--- src/rtl/u16d_pkg.sv ---
// Package for the UTF-16 to UCS-4 decoder: shared types and constants.
// No dependencies; the decoder unit and the step module import it.
package u16d_pkg;

  localparam logic [1:0] STATUS_CHAR     = 2'd0;
  localparam logic [1:0] STATUS_BAD_PAIR = 2'd1;
  localparam logic [1:0] STATUS_TRUNC    = 2'd2;

  localparam logic [7:0] BOM_BYTE_FE = 8'hFE;
  localparam logic [7:0] BOM_BYTE_FF = 8'hFF;

  localparam logic [7:0] SURR_HIGH_MIN = 8'hD8;
  localparam logic [7:0] SURR_HIGH_MAX = 8'hDB;
  localparam logic [7:0] SURR_LOW_MIN  = 8'hDC;
  localparam logic [7:0] SURR_LOW_MAX  = 8'hDF;

  localparam logic [20:0] SUPP_BASE = 21'h10000;

  localparam int unsigned CFG_ADDR_W = 3;
  localparam logic [0:0] REG_DEFAULT_BIG_ENDIAN = 1'b0;

  typedef struct packed {
    logic [1:0]  phase;
    logic [23:0] pending;
    logic        big_endian;
  } dec_state_t;

  typedef struct packed {
    logic        valid;
    logic [20:0] code_point;
    logic [1:0]  status;
  } dec_result_t;

endpackage

--- src/rtl/u16d_if.sv ---
// Handshake channels of the UTF-16 decoder: the byte stream and the code point stream.
// Depends on nothing; the top level uses the sink of one and the source of the other.
interface u16d_byte_if;
  logic       valid;
  logic       ready;
  logic [7:0] data_byte;
  logic       last_byte;

  modport source(output valid, output data_byte, output last_byte, input ready);
  modport sink(input valid, input data_byte, input last_byte, output ready);
endinterface

interface u16d_cp_if;
  logic        valid;
  logic        ready;
  logic [20:0] code_point;
  logic [1:0]  status;

  modport source(output valid, output code_point, output status, input ready);
  modport sink(input valid, input code_point, input status, output ready);
endinterface

--- src/rtl/utf16_to_ucs4_decoder_unit.sv ---
// The decoder takes one byte of a UTF-16 stream per cycle and gives at most one UCS-4 word
// per byte, in the cycle after the byte is taken; the single result register sets this rate, and
// bytes keep flowing as long as that register is empty or its word is taken in the same cycle.
// Byte order starts from the default_big_endian register and follows any byte order mark.
module utf16_to_ucs4_decoder_unit
  import u16d_pkg::*;
(
  input  logic                  clk,
  input  logic                  rst,
  u16d_byte_if.sink             bytes,
  u16d_cp_if.source             points,
  input  logic                  psel,
  input  logic                  penable,
  input  logic                  pwrite,
  input  logic [CFG_ADDR_W-1:0] paddr,
  input  logic [31:0]           pwdata,
  output logic [31:0]           prdata,
  output logic                  pready
);

  logic [1:0]  phase;
  logic [23:0] pending;
  logic        big_endian;
  logic        default_big_endian;
  logic        res_valid;
  logic [20:0] res_code_point;
  logic [1:0]  res_status;

  dec_state_t  cur;
  dec_state_t  nxt;
  dec_result_t res;
  logic        accept;
  logic        cfg_write;
  logic        reg_hit;

  assign cur.phase      = phase;
  assign cur.pending    = pending;
  assign cur.big_endian = big_endian;

  u16d_step u_step (
    .cur       (cur),
    .data_byte (bytes.data_byte),
    .last_byte (bytes.last_byte),
    .nxt       (nxt),
    .res       (res)
  );

  assign bytes.ready = !res_valid || points.ready;
  assign accept      = bytes.valid && bytes.ready;

  assign reg_hit   = paddr[CFG_ADDR_W-1:2] == REG_DEFAULT_BIG_ENDIAN;
  assign pready    = 1'b1;
  assign cfg_write = psel && penable && pwrite && pready && reg_hit;
  assign prdata    = reg_hit ? {31'b0, default_big_endian} : 32'b0;

  assign points.valid      = res_valid;
  assign points.code_point = res_code_point;
  assign points.status     = res_status;

  always_ff @(posedge clk) begin
    if (rst) begin
      phase              <= 2'd0;
      big_endian         <= 1'b1;
      default_big_endian <= 1'b1;
      res_valid          <= 1'b0;
    end else begin
      if (accept) begin
        phase     <= nxt.phase;
        res_valid <= res.valid;
      end else if (points.ready) begin
        res_valid <= 1'b0;
      end
      if (cfg_write) begin
        default_big_endian <= pwdata[0];
        big_endian         <= pwdata[0];
      end else if (accept) begin
        big_endian <= nxt.big_endian;
      end
    end
  end

  always_ff @(posedge clk) begin
    if (accept) begin
      pending <= nxt.pending;
      if (res.valid) begin
        res_code_point <= res.code_point;
        res_status     <= res.status;
      end
    end
  end

`ifndef SYNTHESIS
  a_error_zero_cp: assert property (@(posedge clk) disable iff (rst)
    res_valid && res_status != STATUS_CHAR |-> res_code_point == 21'd0)
    else $error("error word carries a nonzero code point");

  a_last_clears_phase: assert property (@(posedge clk) disable iff (rst)
    accept && bytes.last_byte |=> phase == 2'd0)
    else $error("byte phase not cleared after the last byte");

  a_trunc_reported: assert property (@(posedge clk) disable iff (rst)
    accept && bytes.last_byte && (phase == 2'd0 || phase == 2'd2)
      |=> res_valid && res_status == STATUS_TRUNC)
    else $error("truncated stream not reported");

  a_first_byte_held: assert property (@(posedge clk) disable iff (rst)
    accept && !bytes.last_byte && phase == 2'd0 |=> phase == 2'd1 && !res_valid)
    else $error("first byte of a unit not held");

  a_pair_word: assert property (@(posedge clk) disable iff (rst)
    accept && phase == 2'd3 |=> res_valid && res_status != STATUS_TRUNC)
    else $error("surrogate pair produced no word");
`endif

endmodule

--- src/rtl/u16d_step.sv ---
// Next-state and result logic for one byte of the UTF-16 decoder.
// Depends on u16d_pkg for the state and result structs and the surrogate constants.
module u16d_step
  import u16d_pkg::*;
(
  input  dec_state_t  cur,
  input  logic [7:0]  data_byte,
  input  logic        last_byte,
  output dec_state_t  nxt,
  output dec_result_t res
);

  logic [7:0]  byte0;
  logic [7:0]  byte1;
  logic [7:0]  byte2;
  logic [7:0]  unit_hi;
  logic [7:0]  unit_lo;
  logic [7:0]  h0;
  logic [7:0]  h1;
  logic [7:0]  l0;
  logic [7:0]  l1;
  logic [7:0]  h0_off;
  logic [7:0]  l0_off;
  logic [20:0] pair_cp;

  assign byte0 = cur.pending[7:0];
  assign byte1 = cur.pending[15:8];
  assign byte2 = cur.pending[23:16];

  assign unit_hi = cur.big_endian ? byte0 : data_byte;
  assign unit_lo = cur.big_endian ? data_byte : byte0;

  assign h0 = cur.big_endian ? byte0 : byte1;
  assign h1 = cur.big_endian ? byte1 : byte0;
  assign l0 = cur.big_endian ? byte2 : data_byte;
  assign l1 = cur.big_endian ? data_byte : byte2;

  assign h0_off = h0 - SURR_HIGH_MIN;
  assign l0_off = l0 - SURR_LOW_MIN;

  assign pair_cp = {h0_off[2:0], 18'b0} + {3'b0, h1, 10'b0} + {11'b0, l0_off[1:0], 8'b0}
                 + {13'b0, l1} + SUPP_BASE;

  always_comb begin
    nxt = cur;
    res.valid      = 1'b0;
    res.code_point = '0;
    res.status     = STATUS_CHAR;
    unique case (cur.phase)
      2'd0: begin
        nxt.pending[7:0] = data_byte;
        nxt.phase = 2'd1;
      end
      2'd1: begin
        if (byte0 == BOM_BYTE_FE && data_byte == BOM_BYTE_FF) begin
          nxt.big_endian = 1'b1;
          nxt.phase = 2'd0;
        end else if (byte0 == BOM_BYTE_FF && data_byte == BOM_BYTE_FE) begin
          nxt.big_endian = 1'b0;
          nxt.phase = 2'd0;
        end else if (unit_hi >= SURR_HIGH_MIN && unit_hi <= SURR_HIGH_MAX) begin
          nxt.pending[15:8] = data_byte;
          nxt.phase = 2'd2;
        end else begin
          res.valid      = 1'b1;
          res.code_point = {5'b0, unit_hi, unit_lo};
          nxt.phase = 2'd0;
        end
      end
      2'd2: begin
        nxt.pending[23:16] = data_byte;
        nxt.phase = 2'd3;
      end
      default: begin
        res.valid = 1'b1;
        if (l0 < SURR_LOW_MIN || l0 > SURR_LOW_MAX) begin
          res.status = STATUS_BAD_PAIR;
        end else begin
          res.code_point = pair_cp;
        end
        nxt.phase = 2'd0;
      end
    endcase

    if (last_byte && nxt.phase != 2'd0) begin
      nxt.phase      = 2'd0;
      res.valid      = 1'b1;
      res.code_point = '0;
      res.status     = STATUS_TRUNC;
    end
  end

endmodule
--- src/flat_wrapper.sv ---
// flat-port wrapper written by rule: the top's interface ports become plain ports
module utf16_to_ucs4_decoder_unit_flat import u16d_pkg::*;
  (clk, rst, psel, penable, pwrite, paddr, pwdata, prdata, pready, bytes_valid, bytes_data_byte, bytes_last_byte, bytes_ready, points_valid, points_code_point, points_status, points_ready);
  u16d_byte_if bytes_i ();
  u16d_cp_if points_i ();
  input  logic clk;
  input  logic rst;
  input  logic psel;
  input  logic penable;
  input  logic pwrite;
  input  logic [CFG_ADDR_W-1:0] paddr;
  input  logic [31:0] pwdata;
  output logic [31:0] prdata;
  output logic pready;
  input wire logic [$bits(bytes_i.valid)-1:0] bytes_valid;
  input wire logic [$bits(bytes_i.data_byte)-1:0] bytes_data_byte;
  input wire logic [$bits(bytes_i.last_byte)-1:0] bytes_last_byte;
  output wire logic [$bits(bytes_i.ready)-1:0] bytes_ready;
  output wire logic [$bits(points_i.valid)-1:0] points_valid;
  output wire logic [$bits(points_i.code_point)-1:0] points_code_point;
  output wire logic [$bits(points_i.status)-1:0] points_status;
  input wire logic [$bits(points_i.ready)-1:0] points_ready;
  assign bytes_i.valid = bytes_valid;
  assign bytes_i.data_byte = bytes_data_byte;
  assign bytes_i.last_byte = bytes_last_byte;
  assign bytes_ready = bytes_i.ready;
  assign points_valid = points_i.valid;
  assign points_code_point = points_i.code_point;
  assign points_status = points_i.status;
  assign points_i.ready = points_ready;
  utf16_to_ucs4_decoder_unit u_core (.clk(clk), .rst(rst), .bytes(bytes_i), .points(points_i), .psel(psel), .penable(penable), .pwrite(pwrite), .paddr(paddr), .pwdata(pwdata), .prdata(prdata), .pready(pready));
endmodule
--- config.mk ---
export PLATFORM = sky130hd
export DESIGN_NAME = utf16_to_ucs4_decoder_unit_flat
export DESIGN_NICKNAME = d
export VERILOG_FILES = /design/src/rtl/u16d_pkg.sv /design/src/rtl/u16d_if.sv /design/src/rtl/utf16_to_ucs4_decoder_unit.sv /design/src/rtl/u16d_step.sv /design/src/flat_wrapper.sv
export SDC_FILE = /design/constraint.sdc
export NUM_CORES = 1
export LEC_CHECK = 0
export ABC_AREA = 1
export BUFFER_PORTS_ARGS = -buffer_cell sky130_fd_sc_hd__clkbuf_2
export CAP_MARGIN = 20
export CORE_UTILIZATION = 54
export CTS_CLUSTER_SIZE = 8
export DETAILED_ROUTE_END_ITERATION = 12
export PLACE_DENSITY = 0.86
export SYNTH_ARGS = -nofsm -noshare
export SYNTH_HDL_FRONTEND = slang
export SYNTH_SLANG_ARGS = --single-unit
export TNS_END_PERCENT = 50
--- constraint.sdc ---
create_clock -name clk -period 4.32 [get_ports clk]
set_clock_uncertainty 0.1 [all_clocks]
set_input_delay 0.216 -clock clk [delete_from_list [all_inputs] [get_ports clk]]
set_output_delay 0.216 -clock clk [all_outputs]
set_load 0.02 [all_outputs]
## After elaboration in Yosys (flattened, before gate mapping)

Index checks and enable logic that the tools add are counted.

| storage, ports and cells | value |
|---|---|
| register bits | 52 |
| memories | 0 |
| word-level logic and storage cells | 81 |
| output and inout port bits | 58 |
| memory bits (writable) | 0 |
| input bits | 51 |
| memory bits (read-only) | 0 |
| bits in latches | 0 |

| cells by class | value |
|---|---|
| equal/unequal tests | 6 |
| mux-type cells | 27 |
| add/subtract/negate cells | 6 |
| reduce and logical (&&, ||, !) cells | 25 |
| shifts and indexed selects | 0 |
| order comparisons | 4 |
| multiply operators | 0 |
| divide/modulo/power cells | 0 |
| bitwise logic cells | 3 |

Operator list:

| kind | count |
|---|---|
| $mux W22 | 3 |
| $pmux W22 S2 | 1 |
| $mux W8 | 5 |
| $eq A8 B8 Y1 const B | 4 |
| $mux W24 | 1 |
| $add A21 B10 Y21 | 1 |
| $add A21 B17 Y21 const B | 1 |
| $add A21 B18 Y21 | 1 |
| $add A21 B8 Y21 | 1 |
| $mux W21 | 1 |
| $mux W1 | 10 |
| $ge A8 B8 Y1 const B | 1 |
| $gt A8 B8 Y1 const B | 1 |
| $le A8 B8 Y1 const B | 1 |
| $logic_and A1 B1 Y1 | 8 |
| $lt A8 B8 Y1 const B | 1 |
| $mux W2 | 4 |
| $reduce_bool A2 Y1 | 4 |
| $pmux W2 S3 | 1 |
| $reduce_and A2 Y1 | 3 |
| $reduce_and A5 Y1 | 1 |
| $reduce_or A4 Y1 | 1 |
| $mux W3 | 1 |
| $not A1 Y1 | 3 |
| other kinds (11) | 12 |

## Longest topological paths before layout

Gate-level depths: netlist (run 1).

| logic depth | value |
|---|---|
| depth after elaboration | 11 |
| gate-level depth with buffers | 13 |
| depth with buffers taken out | 11 |

## Modules after synthesis

Synthesis (run 1) repeated with hierarchy kept, for this count alone.

| unflattened totals | value |
|---|---|
| cells, all modules | 412 |
| area total of the unflattened synthesis | 3377.0 um2 |

By module, submodules not included:

| module | area each (um2) | instances | sequential area each (um2) | cells an instance |
|---|---|---|---|---|
| utf16_to_ucs4_decoder_unit | 1915.6 | 1 | 1511.4 | 121 |
| u16d_step | 1461.4 | 1 | 0.0 | 291 |

## Worst setup path before layout (run 1)

Ideal clock, no wire load.

| timing | value |
|---|---|
| kind | register -> register |
| from | register u_core.big_endian |
| to | register u_core.res_code_point[0], in the netlist u_core.points.code_point[0], enable pin |
| required time | 3842 ps |
| setup time | 378 ps |
| buffers on the path | 2 |
| path slack | 2152 ps |
| stages on the path, launching flop included | 13 |
| arrival time | 1690 ps |
| clock period less this slack | 2168 ps |
| cells stage by stage | dfxtp_1 > buf_6 > inv_4 > buf_6 > nand2_2 > nand2_1 > nor2_2 > nand3_4 > nand2_1 > nand2_1 > nand3_1 > nand2_1 > inv_1 |

| on the way | value |
|---|---|
| longest elaborated chain between the ends | 11 |
| elaborated cells on any way between the ends | 16 |
| classes of those cells | order compare: 2; mux: 10; reduce/logical: 4 |

Ends and longest elaborated chain:

| what | RTL line | source |
|---|---|---|
| start, declared | utf16_to_ucs4_decoder_unit.sv:23 | `logic big_endian;` |
| start signal, assigned | utf16_to_ucs4_decoder_unit.sv:75 | `big_endian <= pwdata[0];` |
| start signal, assigned | utf16_to_ucs4_decoder_unit.sv:77 | `big_endian <= nxt.big_endian;` |
| $mux W8 (*) | u16d_step.sv:30 | `assign unit_hi = cur.big_endian ? byte0 : data_byte;` |
| $ge A8 B8 Y1 / $le A8 B8 Y1 (equally long branches) | u16d_step.sv:61 | `end else if (unit_hi >= SURR_HIGH_MIN && unit_hi <= SURR_HIGH_MAX) begin` |
| $logic_and A1 B1 Y1 (*) | u16d_step.sv:61 |  |
| $mux W2 | u16d_step.sv:61 |  |
| $mux W2 | u16d_step.sv:58 | `end else if (byte0 == BOM_BYTE_FF && data_byte == BOM_BYTE_FE) begin` |
| $mux W2 | u16d_step.sv:55 | `if (byte0 == BOM_BYTE_FE && data_byte == BOM_BYTE_FF) begin` |
| $pmux W2 S3 | u16d_step.sv:49 | `unique case (cur.phase)` |
| $reduce_bool A2 Y1 | u16d_step.sv:85 | `if (last_byte && nxt.phase != 2'd0) begin` |
| $logic_and A1 B1 Y1 | u16d_step.sv:85 |  |
| $mux W24 (*) | u16d_step.sv:85 |  |
| $reduce_and A2 Y1 (no source line) (*) | n/a |  |
| end signal, assigned | utf16_to_ucs4_decoder_unit.sv:86 | `res_code_point <= res.code_point;` |
| end, declared | utf16_to_ucs4_decoder_unit.sv:26 | `logic [20:0] res_code_point;` |

Mark *: on every way between the ends. The rest lies on a longest branch, timed or not.
A chain may end at the register's enable or synchronous reset.

## Worst setup path after layout (run 1)

| timing | value |
|---|---|
| from | register u_core.big_endian |
| to | register u_core.res_code_point[1], in the netlist u_core.points.code_point[1], enable pin |

Same word-level chain as after synthesis.

==> results.sh, run 1 <==
export IMPL_fin_crit_ns=2.86
export IMPL_worst_setup_path_startpoint="u_core.big_endian$_SDFFE_PP1P_"
export IMPL_num_nets_final=404
export IMPL_pre_cts_slack_ns=1.42
export IMPL_timing_hold_ws_ns=0.0210
export IMPL_clock_insertion_delay_worst_skew_ns=0.30
export IMPL_track_usage=0.199
export IMPL_first_global_vias=1991
export IMPL_multi_input_comb_area_um2=1120
export IMPL_path_clk_slew_ns=0.09
export IMPL_maximum_achievable_frequency_ghz=0.349
export IMPL_placed_wire_length_estimate_after_detailed_placement_um=3970
export IMPL_grt_pass1_wl_um=9060
export IMPL_die_x_um=76.3
export IMPL_hold_start="rst"
export IMPL_worstSetupPathType="register to register"
export IMPL_post_cts_resize_count=0
export IMPL_report_power_total_mw=1.01
export IMPL_num_antenna_cells=0
export IMPL_vias_per_cell=5.17
export IMPL_layout_commonest_cell="sky130_fd_sc_hd__nand2_1"
export IMPL_num_io_pins=109
export IMPL_clockBufferDepth=2
export IMPL_ys_ff_latch=52
export IMPL_maxCapViolCount=0
export IMPL_gr_total_overflow=0
export IMPL_syn_area_um2=2980
export IMPL_powerDensity_nw_per_um2=319
export IMPL_die_h_um=76.3
export IMPL_min_delay_path_class="primary input to register"
export IMPL_worstSetupStartpointType="register"
export IMPL_postCtsSetupBuffers=0
export IMPL_synth_yosys_seq_area_share=0.507
export IMPL_tns_ns=0
export IMPL_p_leak_nw=1.43
export IMPL_period_share=0.663
export IMPL_die_area_um2=5820
export IMPL_worstSetupEndpointType="register"
export IMPL_grt_max_degree=37
export IMPL_dr_total_vias=2189
export IMPL_drt_first_iter_violations=231
export IMPL_first_pass_iters=4
export IMPL_timing_critical_path_arrival_ns=2.70
export IMPL_crit_reg2reg_launch="u_core.big_endian$_SDFFE_PP1P_"
export IMPL_grt_antenna_before_repair=0
export IMPL_mostFrequentLayoutCells="71 x sky130_fd_sc_hd__nand2_1, 47 x sky130_fd_sc_hd__edfxtp_1, 43 x sky130_fd_sc_hd__clkbuf_2"
export IMPL_final_layout_size_suffix_gt1_frac=0.238
export IMPL_drc=0
export IMPL_worst_ep_required_time_ns=4.16
export IMPL_buffer_ports_inserted=43
export IMPL_starting_utilization_of_the_core_area=0.572
export IMPL_core_rowCount=26
export IMPL_cts_htree_levels=2
export IMPL_clkSinkCount=52
export IMPL_timing_max_slew_rel_slack=0.382
export IMPL_regArea_um2=1510
export IMPL_setup_slack_ns=1.46
export IMPL_cts_hold_buffers=0
export IMPL_worst_ir_drop_vdd_v=0.000155
export IMPL_placeableCoreArea_um2=5200
export IMPL_filler_cell_count=449
export IMPL_area_growth_pct=6.09
export IMPL_cp_max_fo=36
export IMPL_final_max_slew_viols=0
export IMPL_finalSetupViolations=0
export IMPL_gpl_final_weighted_congestion=0.882
export IMPL_syn_avg_cell_area_um2=9.52
export IMPL_grt_setup_unrepaired="no"
export IMPL_post_route_util=0.607
export IMPL_status="finished clean"
export IMPL_worstHoldPathCells=2
export IMPL_tritoncts_clock_tree="built"
export IMPL_synth_warnings=0
export IMPL_cts_buffers=5
export IMPL_yosysUniqueCellTypes=34
export IMPL_ant_nets=0
export IMPL_routed_wire_length_per_instance_um=13.2
export IMPL_postSynthCellCount=313
export IMPL_drt_total_wl_um=5600
export IMPL_hold_violations=0
export IMPL_worst_slew_pin_slew_ns=0.924
export IMPL_reg2regPathDepth=11
export IMPL_cts_root_buffer_cell="sky130_fd_sc_hd__clkbuf_8"
-- synth_stat cells (all sizes together) --
master	instances	area, um^2
nor3	2	10.0
edfxtp	47	1410
o21ai	9	48.8
buf	40	314
xnor2	1	8.76
o22ai	16	194
nor2	32	133
nand3	8	52.6
clkbuf	2	7.51
a211oi	1	12.5
nand2	74	285
nand4	5	46.3
a22o	1	8.76
o21bai	1	7.51
o211ai	1	7.51
a21oi	24	131
conb	2	7.51
dfxtp	5	100
mux2i	3	30.0
ha	1	12.5
or2	2	12.5
inv	36	138
-- critical path, cell delays in order (launching register included) --
cell	delay [ns]
sky130_fd_sc_hd__dfxtp_1	0.32
sky130_fd_sc_hd__buf_4	0.35
sky130_fd_sc_hd__inv_4	0.23
sky130_fd_sc_hd__nand2_2	0.12
sky130_fd_sc_hd__nand2_1	0.10
sky130_fd_sc_hd__nor2_2	0.17
sky130_fd_sc_hd__nand3_4	0.13
sky130_fd_sc_hd__nand2_1	0.09
sky130_fd_sc_hd__nand2_1	0.08
sky130_fd_sc_hd__nand3_1	0.07
sky130_fd_sc_hd__nand2_1	0.08
sky130_fd_sc_hd__inv_1	0.64
-- flip-flops by register name, indices dropped and copies added (netlist names) --
| name | flops |
|---|---|
| u_core.big_endian | 1 |
| u_core.default_big_endian | 1 |
| u_core.pending | 24 |
| u_core.phase | 2 |
| u_core.points.code_point | 21 |
| u_core.points.status | 2 |
| u_core.points.valid | 1 |
-- final timing paths --
path	endpoint	slack, ns
worst max-delay path	u_core.points.code_point[1]$_SDFFCE_PP0P_	1.46
worst min-delay path	u_core.points.valid$_SDFFE_PP0P_	0.02
worst max register to register	u_core.points.code_point[1]$_SDFFCE_PP0P_	1.46
worst min register to register	u_core.default_big_endian$_SDFFE_PP1P_	0.41
-- metal layers --
layer  share of wire  vias to the layer above  global-route usage
met2            0.52                       93               0.346
li1                -                     1055                   -
met3           0.057                       18              0.0347
met5               0                        -                   0
met1            0.41                     1023               0.243
met4           0.019                        0              0.0865
-- stage by stage --
stage | instances | instance area, um^2
detailed placement | 415 | 3080
global route | 423 | 3160
finish | 423 | 3160
floorplan | 343 | 3090
global placement | 415 | 3080
CTS | 423 | 3160
-- power breakdown --
group / leakage [nW] / internal [mW] / switching (mW)
clock: 0.0399 / 0.113 / 0.149
combinational: 0.909 / 0.0435 / 0.120
sequential: 0.483 / 0.573 / 0.0114
-- cells by family after synthesis --
logic type	Yosys count	synth area share
fa+ha+maj	1	0.00420
other cells	2	0.00252
buf+inv	78	0.154
compound gates	53	0.138
flops	52	0.507
simple gates	123	0.181
xor+xnor	1	0.00294
mux	3	0.0101
-- area by class of cell --
cell class | instances | area share
Clock buffer | 7 | 0.0241
Clock inverter | 1 | 0.00119
Inverter | 36 | 0.0435
Multi-Input combinational cell | 213 | 0.355
Sequential cell | 52 | 0.478
Tap cell | 70 | 0.0277
Timing Repair Buffer | 44 | 0.0705
(Power assumes the default switching activity.)
==> run 2: changes to the inputs <==
--- a/config.mk
+++ b/config.mk
@@ -8,10 +8,10 @@
 export ABC_AREA = 1
 export BUFFER_PORTS_ARGS = -buffer_cell sky130_fd_sc_hd__clkbuf_2
 export CAP_MARGIN = 20
-export CORE_UTILIZATION = 54
+export CORE_UTILIZATION = 50
 export CTS_CLUSTER_SIZE = 8
 export DETAILED_ROUTE_END_ITERATION = 12
-export PLACE_DENSITY = 0.86
+export PLACE_DENSITY = 0.81
 export SYNTH_ARGS = -nofsm -noshare
 export SYNTH_HDL_FRONTEND = slang
 export SYNTH_SLANG_ARGS = --single-unit
==> constraint.sdc (replaced) <==
create_clock -name clk -period 2.65 [get_ports clk]
set_clock_uncertainty 0.1 [all_clocks]
set_input_delay 0.1325 -clock clk [delete_from_list [all_inputs] [get_ports clk]]
set_output_delay 0.1325 -clock clk [all_outputs]
set_load 0.02 [all_outputs]
==> results.sh, run 2 (synthesis gave the netlist of run 1 again) <==
export IMPL_filler_cell_count=489
export IMPL_worst_slew_pin_slew_ns=0.641
export IMPL_cp_max_fo=23
export IMPL_starting_utilization_of_the_core_area=0.531
export IMPL_num_nets_final=418
export IMPL_report_power_total_mw=1.66
export IMPL_die_x_um=79.2
export IMPL_tns_ns=0
export IMPL_globalRouteMet3Util=0.0333
export IMPL_cts_root_buffer_cell="sky130_fd_sc_hd__clkbuf_8"
export IMPL_worstPathCellList="buf_4 -> nand2_1 -> nand2_1 -> nand2_1 -> inv_1 -> nand3_4 -> nand2_1 -> nand2_1 -> nand3_1 -> nand2_1 -> inv_1 -> buf_12"
export IMPL_placement_cell_area_um2=3150
export IMPL_cts_htree_levels=2
export IMPL_worstSetupPathType="register to register"
export IMPL_clkSinkCount=52
export IMPL_pre_cts_slack_ns=0.543
export IMPL_fin_crit_ns=2.12
export IMPL_min_delay_path_class="primary input to register"
export IMPL_grt_max_degree=24
export IMPL_post_route_util=0.588
export IMPL_area_growth_pct=10.8
export IMPL_die_h_um=79.2
export IMPL_path_buf_inv=4
export IMPL_clockBufferDepth=2
export IMPL_routed_wire_length_per_instance_um=12.8
export IMPL_placeableCoreArea_um2=5610
export IMPL_cp_top_family="simple AND/OR/NAND/NOR gates"
export IMPL_layout_commonest_cell="sky130_fd_sc_hd__nand2_1"
export IMPL_largest_reg_flops=24
export IMPL_timing_hold_ws_ns=0.0121
export IMPL_setup_slack_ns=0.528
export IMPL_core_rowCount=27
export IMPL_gr_total_overflow=0
export IMPL_hold_violations=0
export IMPL_worst_path_stages=12
export IMPL_p_leak_nw=1.50
export IMPL_clock_insertion_delay_worst_skew_ns=0.30
export IMPL_grt_pass1_wl_um=9180
export IMPL_drt_total_wl_um=5600
export IMPL_cts_buffers=5
export IMPL_path_clk_slew_ns=0.09
export IMPL_grt_antenna_before_repair=0
export IMPL_timing_max_slew_rel_slack=0.571
export IMPL_num_io_pins=109
export IMPL_mostFrequentLayoutCells="71 x sky130_fd_sc_hd__nand2_1, 47 x sky130_fd_sc_hd__edfxtp_1, 43 x sky130_fd_sc_hd__clkbuf_2"
export IMPL_buffer_ports_inserted=43
export IMPL_regArea_um2=1510
export IMPL_powerDensity_nw_per_um2=503
export IMPL_worst_ir_drop_vdd_v=0.000298
export IMPL_ant_nets=0
export IMPL_critPathMaxStageDelay_ns=0.41
export IMPL_met2_track_demand_over_resource_in_global_routing=0.322
export IMPL_num_antenna_cells=0
export IMPL_layout_cells_non_filler=439
export IMPL_critical_path_slowest_cell="sky130_fd_sc_hd__dfxtp_1"
export IMPL_vias_per_cell=5.02
export IMPL_status="finished clean"
export IMPL_maxCapViolCount=0
export IMPL_worst_r2r_setup_slack_ns=0.53
export IMPL_period_share=0.801
export IMPL_timing_critical_path_mode_cell="sky130_fd_sc_hd__nand2_1"
export IMPL_critical_path_sink="u_core.points.code_point[2]$_SDFFCE_PP0P_"
export IMPL_stdcell_area_um2=3300
export IMPL_max_flop_register="u_core.pending"
export IMPL_placed_wire_length_estimate_after_detailed_placement_um=4050
export IMPL_final_layout_size_suffix_gt1_frac=0.251
export IMPL_worstSetupStartpointType="register"
export IMPL_worstSetupEndpointType="register"
export IMPL_critical_path_reg2reg_endpoint="u_core.points.code_point[2]$_SDFFCE_PP0P_"
export IMPL_hold_start="bytes_data_byte[7]"
export IMPL_multi_input_comb_area_um2=1120
export IMPL_maximum_achievable_frequency_ghz=0.471
export IMPL_drc=0
export IMPL_gpl_final_weighted_congestion=0.859
export IMPL_finalSetupViolations=0
export IMPL_met1_usage=0.241
export IMPL_reg2regPathDepth=12
export IMPL_drt_first_iter_violations=138
export IMPL_postCtsSetupBuffers=0
export IMPL_grt_setup_unrepaired="no"
export IMPL_worst_setup_path_startpoint="u_core.big_endian$_SDFFE_PP1P_"
export IMPL_busiest_grt_layer="met2"
export IMPL_worst_ep_required_time_ns=2.55
export IMPL_tritoncts_clock_tree="built"
export IMPL_cts_hold_buffers=6
export IMPL_crit_reg2reg_launch="u_core.big_endian$_SDFFE_PP1P_"
export IMPL_first_global_vias=2055
export IMPL_die_area_um2=6270
export IMPL_dr_total_vias=2203
export IMPL_number_of_cells_in_the_design_after_placement=424
export IMPL_final_max_slew_viols=0
export IMPL_track_usage=0.190
export IMPL_first_pass_iters=5
export IMPL_post_cts_resize_count=0
export IMPL_timing_critical_path_arrival_ns=2.03
-- run 2: final cells by class --
class                   count  area share
flip-flops and latches     52       0.458
repair buffers             58       0.108
clock buffers               7      0.0231
clock inverters             1     0.00152
well taps                  72      0.0273
inverters                  36      0.0417
multi-input cells         213       0.340
-- run 2: worst min path at each step --
stage	endpoint	slack, ns	cells past startpoint
after floorplan	u_core.points.valid$_SDFFE_PP0P_	0.09	1
after global placement	u_core.points.valid$_SDFFE_PP0P_	0.25	2
after detailed placement	u_core.points.valid$_SDFFE_PP0P_	0.26	2
after CTS	u_core.pending[12]$_DFFE_PP_	0.008	1
after global routing	u_core.pending[16]$_DFFE_PP_	0.005	1
final	u_core.pending[15]$_DFFE_PP_	0.01	1
-- run 2: routing by layer --
layer | wire [um] | vias up
met5 | 0 | -
met4 | 97 | 0
met3 | 297 | 10
met2 | 2810 | 82
met1 | 2400 | 1027
li1 | - | 1084
-- run 2: power breakdown --
group | leakage (nW) | switching [mW] | internal (mW)
clock network | 0.0422 | 0.242 | 0.186
logic | 0.978 | 0.196 | 0.0857
registers | 0.483 | 0.0189 | 0.933
